**config.mk**
```make
export PLATFORM = sky130hd
export DESIGN_NAME = level1_trigger_decision_unit
export DESIGN_NICKNAME = d
export VERILOG_FILES = /design/src/rtl/core/l1td_pkg.sv /design/src/rtl/core/level1_trigger_decision_unit.sv /design/src/rtl/core/l1td_cfg_regs.sv
export SDC_FILE = /design/constraint.sdc
export NUM_CORES = 1
export LEC_CHECK = 0
export ABC_AREA = 1
export BUFFER_PORTS_ARGS = -buffer_cell sky130_fd_sc_hd__buf_4
export CORE_UTILIZATION = 30
export CTS_CLUSTER_DIAMETER = 60
export DETAILED_ROUTE_END_ITERATION = 8
export PLACE_DENSITY = 0.49
export SYNTH_ARGS = -nofsm -noshare
export SYNTH_HDL_FRONTEND = slang
export SYNTH_SLANG_ARGS = --single-unit
```
**constraint.sdc**
```tcl
create_clock -name clk -period 2.1 [get_ports clk]
set_input_delay 0.42 -clock clk [delete_from_list [all_inputs] [get_ports clk]]
set_output_delay 0.42 -clock clk [all_outputs]
set_load 0.1 [all_outputs]
```
**src/rtl/core/l1td_pkg.sv**
```systemverilog
`default_nettype none
// ---------------------------------------------------------------------------
// l1td_pkg
// Shared types, register map, trigger mode codes and constants of the
// level-1 trigger decision unit.
// ---------------------------------------------------------------------------
package l1td_pkg;

    // Register map: word index taken from paddr[4:2]
    localparam int unsigned ADDR_W = 5;
    localparam logic [2:0] REG_MIN_TOF_PLANES  = 3'd0;
    localparam logic [2:0] REG_MAX_ANTI_HITS   = 3'd1;
    localparam logic [2:0] REG_TRIGGER_MODE    = 3'd2;
    localparam logic [2:0] REG_MAX_SCALER_RATE = 3'd3;
    localparam logic [2:0] REG_MIN_LIFETIME    = 3'd4;
    localparam logic [2:0] REG_REAL_DATA_MODE  = 3'd5;
    localparam logic [2:0] REG_BEAM_TEST_MODE  = 3'd6;

    // Final trigger selection codes; anything above MODE_TOF_OR_CALO is an error
    typedef enum logic [3:0] {
        MODE_UNIVERSAL    = 4'd0,
        MODE_TOF          = 4'd1,
        MODE_CALO         = 4'd2,
        MODE_TOF_AND_CALO = 4'd3,
        MODE_CHARGE_ONE   = 4'd4,
        MODE_CHARGE_TWO   = 4'd5,
        MODE_ELECTRON     = 4'd6,
        MODE_PHOTON       = 4'd7,
        MODE_TOF_OR_CALO  = 4'd8
    } trig_mode_t;

    // Configuration register contents
    typedef struct packed {
        logic [2:0]  min_tof_planes;
        logic [7:0]  max_anti_hits;
        logic [3:0]  trigger_mode;
        logic [23:0] max_scaler_rate;
        logic [11:0] min_lifetime;
        logic        real_data_mode;
        logic        beam_test_mode;
    } cfg_t;

    // Event constants
    localparam logic [6:0]  CALO_PHOTON_FLAG = 7'd13;
    localparam logic [6:0]  TOF_CHARGE_TWO   = 7'd2;
    localparam logic [3:0]  CALO_ELEC_LEVEL  = 4'd2;
    localparam logic [11:0] LIFETIME_ONE     = 12'd1000;
    localparam int unsigned PLANES_CARRIED   = 4;
    localparam int unsigned PLANE_W          = 16;

    // Mode word arithmetic: temperature * 10000 plus live time, 22-bit signed
    localparam int unsigned   MODE_SUM_W  = 22;
    localparam logic signed [MODE_SUM_W-1:0] TEMP_SCALE = 22'sd10000;
    localparam logic signed [MODE_SUM_W-1:0] MODE_MAX   = 22'sd1048575;
    localparam logic signed [MODE_SUM_W-1:0] MODE_MIN   = -22'sd1048576;

    // Units digit of a 7-bit flag: reciprocal multiply by 205/2048, exact for every 7-bit value
    function automatic logic [3:0] units_digit(input logic [6:0] v);
        logic [14:0] prod;
        logic [3:0]  quo;
        logic [6:0]  tens;
        prod = {8'd0, v} * 15'd205;
        quo  = prod[14:11];
        tens = {3'd0, quo} * 7'd10;
        return 4'(v - tens);
    endfunction

endpackage
`default_nettype wire

```
**src/rtl/core/level1_trigger_decision_unit.sv**
```systemverilog
`default_nettype none
// ---------------------------------------------------------------------------
// level1_trigger_decision_unit
// Level-1 trigger decision for one detector event per transaction.
// ---------------------------------------------------------------------------
// The unit takes one event at every clock edge where start is high (busy is
// always low) and returns exactly one result for it, marked by a single-cycle
// done strobe; the receiver cannot stall it, so results must be captured in
// the cycle they appear. It has three register stages: flag classification
// and the temperature multiply, trigger selection and the mode-word add, then
// saturation and record gating into the output registers. Record fields read
// zero when accepted is low. The user writes configuration over the APB-style
// port only while no event is in flight; the unit does not enforce this.
module level1_trigger_decision_unit
#(
    parameter int unsigned NUM_PLANES = 4
)
(
    input  wire logic               clk,
    input  wire logic               rst_n,
    // configuration port
    input  wire logic               psel,
    input  wire logic               penable,
    input  wire logic               pwrite,
    input  wire logic [4:0]         paddr,
    input  wire logic [31:0]        pwdata,
    output logic      [31:0]        prdata,
    output logic                    pready,
    // event command
    input  wire logic               start,
    output logic                    busy,
    input  wire logic [6:0]         tof_flag,
    input  wire logic [15:0]        plane0_hits,
    input  wire logic [15:0]        plane1_hits,
    input  wire logic [15:0]        plane2_hits,
    input  wire logic [15:0]        plane3_hits,
    input  wire logic [31:0]        anti_pattern,
    input  wire logic [6:0]         calo_flag,
    input  wire logic [31:0]        calo_sum,
    input  wire logic [23:0]        scaler_sum,
    input  wire logic [11:0]        lifetime_milli,
    input  wire logic signed [7:0]  temperature,
    // result
    output logic                    done,
    output logic                    accepted,
    output logic                    error_mark,
    output logic signed [20:0]      mode_word,
    output logic [6:0]              tof_flag_out,
    output logic [31:0]             plane0_or_and,
    output logic [31:0]             plane1_or_and,
    output logic [31:0]             plane2_or_and,
    output logic [31:0]             plane3_or_and,
    output logic [31:0]             anti_pattern_out,
    output logic [6:0]              calo_flag_out,
    output logic [31:0]             calo_sum_out
);

    localparam int unsigned NP = l1td_pkg::PLANES_CARRIED;
    localparam int unsigned PW = l1td_pkg::PLANE_W;
    localparam int unsigned SW = l1td_pkg::MODE_SUM_W;

    l1td_pkg::cfg_t cfg;

    l1td_cfg_regs u_cfg
    (
        .clk     (clk),
        .rst_n   (rst_n),
        .psel    (psel),
        .penable (penable),
        .pwrite  (pwrite),
        .paddr   (paddr),
        .pwdata  (pwdata),
        .prdata  (prdata),
        .pready  (pready),
        .cfg     (cfg)
    );

    assign busy = 1'b0;

    // -----------------------------------------------------------------------
    // Stage 1: plane count and flag classification
    // -----------------------------------------------------------------------
    logic [PW-1:0] planes_in [NP];
    logic [2:0]    nplanes;
    logic          accept_in;

    assign accept_in    = start & ~busy;
    assign planes_in[0] = plane0_hits;
    assign planes_in[1] = plane1_hits;
    assign planes_in[2] = plane2_hits;
    assign planes_in[3] = plane3_hits;

    // Count planes with hits, ignore planes beyond NUM_PLANES
    always_comb
    begin
        nplanes = 3'd0;
        for (int i = 0; i < NP; i++)
        begin
            if (i < NUM_PLANES && planes_in[i] != '0)
                nplanes = nplanes + 3'd1;
        end
    end

    logic                 s1_valid_reg;
    logic                 s1_tof_ok_reg;
    logic                 s1_anti_ok_reg;
    logic                 s1_ec_ok_reg;
    logic                 s1_tof_z2_reg;
    logic                 s1_elec_lvl_reg;
    logic                 s1_phot_reg;
    logic                 s1_rate_ok_reg;
    logic                 s1_life_ok_reg;
    logic                 s1_life_hi_reg;
    logic signed [SW-1:0] s1_temp_prod_reg;
    logic [11:0]          s1_life_reg;
    logic [6:0]           s1_tof_flag_reg;
    logic [PW-1:0]        s1_planes_reg [NP];
    logic [31:0]          s1_anti_reg;
    logic [6:0]           s1_calo_flag_reg;
    logic [31:0]          s1_calo_sum_reg;

    always_ff @(posedge clk or negedge rst_n)
    begin
        if (!rst_n)
            s1_valid_reg <= 1'b0;
        else
            s1_valid_reg <= accept_in;
    end

    always_ff @(posedge clk)
    begin
        s1_tof_ok_reg    <= (tof_flag != 7'd0) && (nplanes >= cfg.min_tof_planes);
        s1_anti_ok_reg   <= anti_pattern[7:0] <= cfg.max_anti_hits;
        s1_ec_ok_reg     <= calo_flag != 7'd0;
        s1_tof_z2_reg    <= tof_flag > l1td_pkg::TOF_CHARGE_TWO;
        s1_elec_lvl_reg  <= l1td_pkg::units_digit(calo_flag) >= l1td_pkg::CALO_ELEC_LEVEL;
        s1_phot_reg      <= calo_flag == l1td_pkg::CALO_PHOTON_FLAG;
        s1_rate_ok_reg   <= scaler_sum < cfg.max_scaler_rate;
        s1_life_ok_reg   <= lifetime_milli > cfg.min_lifetime;
        s1_life_hi_reg   <= lifetime_milli > l1td_pkg::LIFETIME_ONE;
        s1_temp_prod_reg <= $signed({{(SW-8){temperature[7]}}, temperature})
                            * l1td_pkg::TEMP_SCALE;
        s1_life_reg      <= lifetime_milli;
        s1_tof_flag_reg  <= tof_flag;
        for (int i = 0; i < NP; i++)
            s1_planes_reg[i] <= (i < NUM_PLANES) ? planes_in[i] : '0;
        s1_anti_reg      <= anti_pattern;
        s1_calo_flag_reg <= calo_flag;
        s1_calo_sum_reg  <= calo_sum;
    end

    // -----------------------------------------------------------------------
    // Stage 2: partial triggers, final selection, error marks, mode sum
    // -----------------------------------------------------------------------
    logic trig;
    logic bad_mode;
    logic acc;
    logic err;
    logic z1;
    logic z2;
    logic elec;
    logic uni;

    assign z1   = s1_tof_ok_reg & s1_anti_ok_reg;
    assign z2   = s1_tof_ok_reg & s1_tof_z2_reg;
    assign elec = s1_tof_ok_reg & s1_elec_lvl_reg;
    assign uni  = z1 | z2 | elec | s1_phot_reg;

    // Select the final trigger
    always_comb
    begin
        bad_mode = 1'b0;
        unique case (l1td_pkg::trig_mode_t'(cfg.trigger_mode))
            l1td_pkg::MODE_UNIVERSAL:    trig = uni;
            l1td_pkg::MODE_TOF:          trig = s1_tof_ok_reg;
            l1td_pkg::MODE_CALO:         trig = s1_ec_ok_reg;
            l1td_pkg::MODE_TOF_AND_CALO: trig = s1_tof_ok_reg & s1_ec_ok_reg;
            l1td_pkg::MODE_CHARGE_ONE:   trig = z1;
            l1td_pkg::MODE_CHARGE_TWO:   trig = z2;
            l1td_pkg::MODE_ELECTRON:     trig = elec;
            l1td_pkg::MODE_PHOTON:       trig = s1_phot_reg;
            l1td_pkg::MODE_TOF_OR_CALO:  trig = s1_tof_ok_reg | s1_ec_ok_reg;
            default:
            begin
                trig     = 1'b0;
                bad_mode = 1'b1;
            end
        endcase
    end

    // Keep on low rate or good live time; mark errors
    always_comb
    begin
        acc = trig & (s1_rate_ok_reg | s1_life_ok_reg);
        err = bad_mode
            | (s1_life_hi_reg & ~cfg.beam_test_mode & cfg.real_data_mode)
            | (~acc & cfg.real_data_mode & ~s1_rate_ok_reg & ~s1_life_ok_reg);
    end

    logic                 s2_valid_reg;
    logic                 s2_acc_reg;
    logic                 s2_err_reg;
    logic signed [SW-1:0] s2_mode_sum_reg;
    logic [6:0]           s2_tof_flag_reg;
    logic [PW-1:0]        s2_planes_reg [NP];
    logic [31:0]          s2_anti_reg;
    logic [6:0]           s2_calo_flag_reg;
    logic [31:0]          s2_calo_sum_reg;

    always_ff @(posedge clk or negedge rst_n)
    begin
        if (!rst_n)
            s2_valid_reg <= 1'b0;
        else
            s2_valid_reg <= s1_valid_reg;
    end

    always_ff @(posedge clk)
    begin
        s2_acc_reg       <= acc;
        s2_err_reg       <= err;
        s2_mode_sum_reg  <= $signed({{(SW-12){1'b0}}, s1_life_reg}) + s1_temp_prod_reg;
        s2_tof_flag_reg  <= s1_tof_flag_reg;
        s2_planes_reg    <= s1_planes_reg;
        s2_anti_reg      <= s1_anti_reg;
        s2_calo_flag_reg <= s1_calo_flag_reg;
        s2_calo_sum_reg  <= s1_calo_sum_reg;
    end

    // -----------------------------------------------------------------------
    // Stage 3: saturate the mode word and gate the record into the outputs
    // -----------------------------------------------------------------------
    logic signed [20:0] mode_sat;

    always_comb
    begin
        if (s2_mode_sum_reg > l1td_pkg::MODE_MAX)
            mode_sat = l1td_pkg::MODE_MAX[20:0];
        else if (s2_mode_sum_reg < l1td_pkg::MODE_MIN)
            mode_sat = l1td_pkg::MODE_MIN[20:0];
        else
            mode_sat = s2_mode_sum_reg[20:0];
    end

    logic                done_reg;
    logic                accepted_reg;
    logic                error_mark_reg;
    logic signed [20:0]  mode_word_reg;
    logic [6:0]          tof_flag_out_reg;
    logic [31:0]         plane_or_and_reg [NP];
    logic [31:0]         anti_pattern_out_reg;
    logic [6:0]          calo_flag_out_reg;
    logic [31:0]         calo_sum_out_reg;

    always_ff @(posedge clk or negedge rst_n)
    begin
        if (!rst_n)
            done_reg <= 1'b0;
        else
            done_reg <= s2_valid_reg;
    end

    // Drop the record fields when not accepted
    always_ff @(posedge clk)
    begin
        accepted_reg         <= s2_acc_reg;
        error_mark_reg       <= s2_err_reg;
        mode_word_reg        <= s2_acc_reg ? mode_sat : '0;
        tof_flag_out_reg     <= s2_acc_reg ? s2_tof_flag_reg : '0;
        for (int i = 0; i < NP; i++)
            plane_or_and_reg[i] <= s2_acc_reg ? {s2_planes_reg[i], s2_planes_reg[i]} : '0;
        anti_pattern_out_reg <= s2_acc_reg ? s2_anti_reg : '0;
        calo_flag_out_reg    <= s2_acc_reg ? s2_calo_flag_reg : '0;
        calo_sum_out_reg     <= s2_acc_reg ? s2_calo_sum_reg : '0;
    end

    assign done             = done_reg;
    assign accepted         = accepted_reg;
    assign error_mark       = error_mark_reg;
    assign mode_word        = mode_word_reg;
    assign tof_flag_out     = tof_flag_out_reg;
    assign plane0_or_and    = plane_or_and_reg[0];
    assign plane1_or_and    = plane_or_and_reg[1];
    assign plane2_or_and    = plane_or_and_reg[2];
    assign plane3_or_and    = plane_or_and_reg[3];
    assign anti_pattern_out = anti_pattern_out_reg;
    assign calo_flag_out    = calo_flag_out_reg;
    assign calo_sum_out     = calo_sum_out_reg;

endmodule
`default_nettype wire

```
**src/rtl/core/l1td_cfg_regs.sv**
```systemverilog
`default_nettype none
// ---------------------------------------------------------------------------
// l1td_cfg_regs
// APB-style register file holding the trigger configuration; writes take
// effect at the access phase, reads return the register contents.
// ---------------------------------------------------------------------------
module l1td_cfg_regs
(
    input  wire logic                        clk,
    input  wire logic                        rst_n,
    input  wire logic                        psel,
    input  wire logic                        penable,
    input  wire logic                        pwrite,
    input  wire logic [l1td_pkg::ADDR_W-1:0] paddr,
    input  wire logic [31:0]                 pwdata,
    output logic      [31:0]                 prdata,
    output logic                             pready,
    output l1td_pkg::cfg_t                   cfg
);

    l1td_pkg::cfg_t cfg_reg;
    l1td_pkg::cfg_t cfg_next;
    logic           wr_en;
    logic [2:0]     reg_idx;

    assign pready  = 1'b1;
    assign wr_en   = psel & penable & pwrite;
    assign reg_idx = paddr[4:2];
    assign cfg     = cfg_reg;

    // Decode the write transaction
    always_comb
    begin
        cfg_next = cfg_reg;
        if (wr_en)
        begin
            unique case (reg_idx)
                l1td_pkg::REG_MIN_TOF_PLANES:  cfg_next.min_tof_planes  = pwdata[2:0];
                l1td_pkg::REG_MAX_ANTI_HITS:   cfg_next.max_anti_hits   = pwdata[7:0];
                l1td_pkg::REG_TRIGGER_MODE:    cfg_next.trigger_mode    = pwdata[3:0];
                l1td_pkg::REG_MAX_SCALER_RATE: cfg_next.max_scaler_rate = pwdata[23:0];
                l1td_pkg::REG_MIN_LIFETIME:    cfg_next.min_lifetime    = pwdata[11:0];
                l1td_pkg::REG_REAL_DATA_MODE:  cfg_next.real_data_mode  = pwdata[0];
                l1td_pkg::REG_BEAM_TEST_MODE:  cfg_next.beam_test_mode  = pwdata[0];
                default:                       cfg_next = cfg_reg;
            endcase
        end
    end

    // Hold the registers
    always_ff @(posedge clk or negedge rst_n)
    begin
        if (!rst_n)
        begin
            cfg_reg.min_tof_planes  <= 3'd3;
            cfg_reg.max_anti_hits   <= 8'd0;
            cfg_reg.trigger_mode    <= 4'd0;
            cfg_reg.max_scaler_rate <= 24'hFFFFFF;
            cfg_reg.min_lifetime    <= 12'd0;
            cfg_reg.real_data_mode  <= 1'b0;
            cfg_reg.beam_test_mode  <= 1'b0;
        end
        else
        begin
            cfg_reg <= cfg_next;
        end
    end

    // Read back
    always_comb
    begin
        unique case (reg_idx)
            l1td_pkg::REG_MIN_TOF_PLANES:  prdata = {29'd0, cfg_reg.min_tof_planes};
            l1td_pkg::REG_MAX_ANTI_HITS:   prdata = {24'd0, cfg_reg.max_anti_hits};
            l1td_pkg::REG_TRIGGER_MODE:    prdata = {28'd0, cfg_reg.trigger_mode};
            l1td_pkg::REG_MAX_SCALER_RATE: prdata = {8'd0, cfg_reg.max_scaler_rate};
            l1td_pkg::REG_MIN_LIFETIME:    prdata = {20'd0, cfg_reg.min_lifetime};
            l1td_pkg::REG_REAL_DATA_MODE:  prdata = {31'd0, cfg_reg.real_data_mode};
            l1td_pkg::REG_BEAM_TEST_MODE:  prdata = {31'd0, cfg_reg.beam_test_mode};
            default:                       prdata = 32'd0;
        endcase
    end

endmodule
`default_nettype wire
```
* Yosys cells after proc, flatten, opt, wreduce, memory -nomap -nowiden
Memories as Yosys holds them, arrays and structs flattened. Cells that the tools add are included.
Operators by class: $add $sub $neg 5, multiply operators 3, $lt $le $gt $ge 9, eq/ne operators 15, mux-type cells 13, bitwise gates (word level) 24, reduce and logical (&&, ||, !) cells 18
Operator list (count):
- $pmux W24 S7 | 1
- $mux W32 | 4
- $reduce_bool A16 Y1 | 4
- $lt A24 B24 Y1 | 1
- $add A13 B22 Y22 | 1
- $gt A22 B21 Y1 const B | 1
- $lt A22 B21 Y1 const B | 1
- $mux W21 | 1
- $mux W20 | 1
- $mul A8 B11 Y18 const B | 1
- $eq A4 B3 Y1 const B | 4
- $mul A7 B8 Y15 const B | 1
- $reduce_and A2 Y1 | 7
- $reduce_bool A7 Y1 | 2
- $and A1 B1 Y1 | 12
- $gt A12 B10 Y1 const B | 1
- $gt A12 B12 Y1 | 1
- $eq A3 B3 Y1 const B | 3
- $mux W3 | 3
- $pmux W1 S9 | 1
- $reduce_or A9 Y1 | 1
- $eq A4 B2 Y1 const B | 2
- $le A8 B8 Y1 | 1
- $eq A7 B4 Y1 const B | 1
- other kinds (18) | 31
Storage, ports and cells: bits in registers 504, bits in writable memories 128, word-level logic and storage cells 136, memories 1
Memory list:
- plane_or_and_reg | depth 4, bits a word 32, read ports 4, clocked after Yosys merged registers in 0, write ports 4, line level1_trigger_decision_unit.sv:250 | logic [31:0] plane_or_and_reg [NP];

* Depth between registers and ports, before layout
word-level depth 11, mapped depth 29

* By module
A second synthesis with hierarchy kept.
Second synthesis, totals: cells, all modules 1890, area total of the unflattened synthesis 19397.4 um^2
Modules (own cells, without submodules):
- level1_trigger_decision_unit | instances 1, cells an instance 1560, area an instance 16583.4 um^2
- l1td_cfg_regs | instances 1, cells an instance 330, area an instance 2813.9 um^2

* Least setup slack after synthesis
Ideal clock, no wire load.
path type input to register, from input port calo_flag[4], to register s1_elec_lvl_reg, library setup time 120 ps, data arrival time 3971 ps, data required time 1980 ps, path slack -1991 ps, cell stages on the path 28, path buffers 0, cells stage by stage ha_1 -> ha_1 -> fa_1 -> inv_1 -> fa_1 -> inv_1 -> ha_1 -> nand2_1 -> inv_1 -> nand2_1 -> nand2_1 -> nand2_1 -> nand2_1 -> nand2_1 -> nand2_1 -> inv_1 -> ha_1 -> inv_1 -> fa_1 -> xor2_1 -> nand3_1 -> nand2_1 -> inv_1 -> nand2_1 -> nand2_1 -> inv_1 -> nand2_1 -> nand3_1
Between the ends: longest elaborated chain between the ends 4
Ends and longest elaborated chain:
- start, declared | line level1_trigger_decision_unit.sv:38 | input wire logic [6:0] calo_flag,
- $mul A7 B8 Y15 | line l1td_pkg.sv:62 | prod = {8'd0, v} * 15'd205;
- $mul A4 B3 Y3 | line l1td_pkg.sv:64 | tens = {3'd0, quo} * 7'd10;
- $sub A4 B4 Y4 | line l1td_pkg.sv:65 | return 4'(v - tens);
- $ge A4 B2 Y1 | line level1_trigger_decision_unit.sv:136 | s1_elec_lvl_reg <= l1td_pkg::units_digit(calo_flag) >= l1td_pkg::CALO_ELEC_LEVEL;
- end signal, assigned | line level1_trigger_decision_unit.sv:136
- end, declared | line level1_trigger_decision_unit.sv:109 | logic s1_elec_lvl_reg;
No other way between the ends. A chain may end at the register's enable or synchronous reset.

* Final worst setup path
from input port calo_flag[5], to register s1_elec_lvl_reg
Same word-level chain as after synthesis.

==> flow_metrics.env <==
export IMPL_async_flop_share=0.0986
export IMPL_p_leak_nw=14.4
export IMPL_detail_route_wl_per_cell_um=14.2
export IMPL_rr_startpoint="s1_temp_prod_reg[4]"
export IMPL_power_share_clock=0.267
export IMPL_rows=92
export IMPL_clk_latency_ns=0.60
export IMPL_synth_seq_cells=568
export IMPL_power_switching_share=0.449
export IMPL_place_congestion=0.830
export IMPL_tritoncts="done"
export IMPL_cts_buffer_depth=3
export IMPL_die_w_um=255
export IMPL_cts_root_buffer="clkbuf_16"
export IMPL_antenna_found_initial=2
export IMPL_r2r_cells=8
export IMPL_violations="negative setup slack"
export IMPL_yosysWarnings=0
export IMPL_timing_rr_end="s2_mode_sum_reg[18]"
export IMPL_ys_flop_type="dfxtp_1"
export IMPL_syn_inst=1876
export IMPL_overflow=0
export IMPL_timing_hold_ws_ns=0.0424
export IMPL_drc=0
export IMPL_crit_path_end_kind="register"
export IMPL_first_iter_violations=389
export IMPL_timing_worst_setup_path_type="input port to register"
export IMPL_sequentialPowerShare=0.306
export IMPL_use_met3=0.0482
export IMPL_fp_dieArea_um2=65000
export IMPL_met1_usage=0.171
export IMPL_final_max_slew_violation_count=0
export IMPL_setup_ws_ns=-1.52
export IMPL_hpwl_um=36700
export IMPL_synth_top_area_cell="dfxtp_1"
export IMPL_place_inst=3170
export IMPL_groute_usage_overall=0.147
export IMPL_r2r_slack_ns=0.21
export IMPL_ys_seq_area_frac=0.609
export IMPL_post_route_period_util=1.72
export IMPL_cts_max_level=3
export IMPL_num_vias=13700
export IMPL_skew_ns=0.0167
export IMPL_p_int_mw=24.4
export IMPL_whs_endpoint="s1_calo_flag_reg[6]"
export IMPL_path_max_fanout=2
export IMPL_core_area_um2=63200
export IMPL_final_cells=3458
export IMPL_synthTopCellsByArea="dfxtp_1 (53%), ha_1 (8.7%), inv_1 (6.6%)"
export IMPL_crit_required_ns=2.57
export IMPL_viasPerCell=3.98
export IMPL_grt_start_max_net_pins=86
export IMPL_totalWireLength_um=49000
export IMPL_synth_top_area_share=0.534
export IMPL_final_common_cell="buf_4"
export IMPL_port_buffers=472
export IMPL_ios=493
export IMPL_cts_buffers=68
export IMPL_grt_setup_unrepaired="true"
export IMPL_ys_types=47
export IMPL_drv_cap=0
export IMPL_slew_headroom=0.504
export IMPL_worstHoldStart="calo_flag[6]"
export IMPL_start_kind="input port"
export IMPL_hold_path_class="input port to register"
export IMPL_synth_area_per_cell_um2=10.2
export IMPL_grt_pass1_vias=13900
export IMPL_grt_pass1_wl_um=74200
export IMPL_drtPass1Iterations=5
export IMPL_clock_fmax_mhz=276
export IMPL_period_needed_ns=3.62
export IMPL_combPwrFrac=0.427
export IMPL_final_hold_viol_count=0
export IMPL_irDropWorstVdd_v=0.000723
export IMPL_setup_violations=16
export IMPL_synth_edf_count=0
export IMPL_syn2layout_area_growth_pct=49.4
export IMPL_final_cell_mix="buf_4 (528), dfxtp_1 (511), inv_1 (313)"
export IMPL_ant_nets=0
export IMPL_power_switching_mw=19.8
export IMPL_power_density_nw_per_um2=1540
export IMPL_dieHeight_um=255
export IMPL_arrival_ns=4.10
export IMPL_worst_pin_slew_ns=0.744
export IMPL_layout_drive_gt1_share=0.330
export IMPL_hold_path_depth=2
export IMPL_cts_num_sinks=568
export IMPL_grt_busiest_layer="met2"
export IMPL_final_nets=2945
export IMPL_synthesis_area_um2=19200
export IMPL_gr_usage_met2=0.253
export IMPL_clkSlewWorstSetupHoldPaths_ns=0.06
export IMPL_status="complete, but fails checks"
export IMPL_initial_utilization=0.304
-- cell type report --
cell class                 count  area (um^2)
multi-input combinational    872         6330
inverter                     339         1290
clock inverter                28          398
clock buffer                  94         1960
tap                          846         1060
sequential                   568        11700
fill                        5953        34500
antenna                        1         2.50
timing repair buffer         710         5960
-- stage by stage --
stage / power, mW / setup TNS, ns / cell area [um^2] / setup slack (ns) / util
3_3_place_gp: 31.8 / -17.85 / 24100 / -2.18 / 0.382
5_1_grt: 46.3 / -10.99 / 28700 / -1.73 / 0.454
6_report: 44.2 / -9.76 / 28700 / -1.52 / 0.454
3_5_place_dp: 31.9 / -17.94 / 24100 / -2.20 / 0.382
4_1_cts: 44.6 / -9.42 / 28500 / -1.45 / 0.450
2_1_floorplan: 28.0 / -13.22 / 19700 / -1.79 / -
-- power by group through the flow --
stage          logic (mW)  registers, mW  clock network [mW]
2_1_floorplan        7.25           20.7                   0
3_3_place_gp         18.1           13.7                   0
3_5_place_dp         18.2           13.8                   0
4_1_cts              18.8           13.5                12.2
5_1_grt              19.9           13.7                12.7
6_report             18.9           13.5                11.8
-- critical path: stages --
cell and delay (ns):
buf_6 0.10, inv_12 0.03, ha_4 0.23, fa_1 0.47, ha_1 0.29, inv_1 0.04
fa_1 0.49, inv_2 0.05, ha_4 0.15, a21oi_2 0.12, nor2_1 0.05, nor2_1 0.17
nand2_2 0.08, nand2_2 0.07, nand2_2 0.06, inv_2 0.06, ha_4 0.12, inv_2 0.03
fa_2 0.40, xnor2_1 0.16, nand3_1 0.09, nand2_1 0.09, inv_1 0.04, nand2_1 0.05
nand2_1 0.06, nand3_1 0.08, nand3_1 0.07
-- metal layers --
layer | part of all wire | routed length (um) | vias to the layer above
li1 | - | - | 7080
met1 | 0.41 | 20300 | 6184
met2 | 0.48 | 23600 | 418
met3 | 0.083 | 4060 | 63
met4 | 0.020 | 988 | 2
met5 | 0.00027 | 13 | -
-- cell families (layout without fill, tap and decap cells) --
group | Yosys count | in the layout | share of synthesized area
simple gates | 497 | 497 | 0.106
xor+xnor | 29 | 29 | 0.0132
buf+inv | 444 | 1171 | 0.104
flops | 568 | 568 | 0.609
compound gates | 178 | 178 | 0.0553
other cells | 2 | 11 | 0.000391
fa+ha+maj | 157 | 157 | 0.112
mux | 1 | 1 | 0.000521
-- worst max path at each step --
stage / slack (ns) / from / cells past startpoint / end
floorplan: -1.79 / calo_flag[5] / 26 / s1_elec_lvl_reg
global placement: -2.18 / calo_flag[5] / 27 / s1_elec_lvl_reg
detailed placement: -2.20 / calo_flag[5] / 26 / s1_elec_lvl_reg
CTS: -1.45 / calo_flag[6] / 28 / s1_elec_lvl_reg
global route: -1.73 / calo_flag[5] / 27 / s1_elec_lvl_reg
finish: -1.52 / calo_flag[5] / 27 / s1_elec_lvl_reg
-- cells in the mapped netlist, drive strengths merged, types with 5 or more instances --
cell type	count
o21ai	65
dfrtp	30
xor2	19
dfstp	26
o211ai	5
buf	90
nand4	15
a21oi	78
inv	339
nor4	7
xnor2	10
nand3	40
clkbuf	15
nand2	331
ha	133
or2	8
dfxtp	512
o22ai	9
fa	24
nor2	90
-- timing repair --
| action | in CTS | in global routing |
|---|---|---|
| hold buffers | 148 | 0 |
| endpoints found under the hold margin | 177 | 0 |
| pin swaps | 44 | 42 |
| buffers inserted | 17 | 4 |
| gates resized for setup | 82 | 49 |
| setup endpoints to repair | 25 | 22 |
No activity file was read; power rests on OpenSTA's default activity.
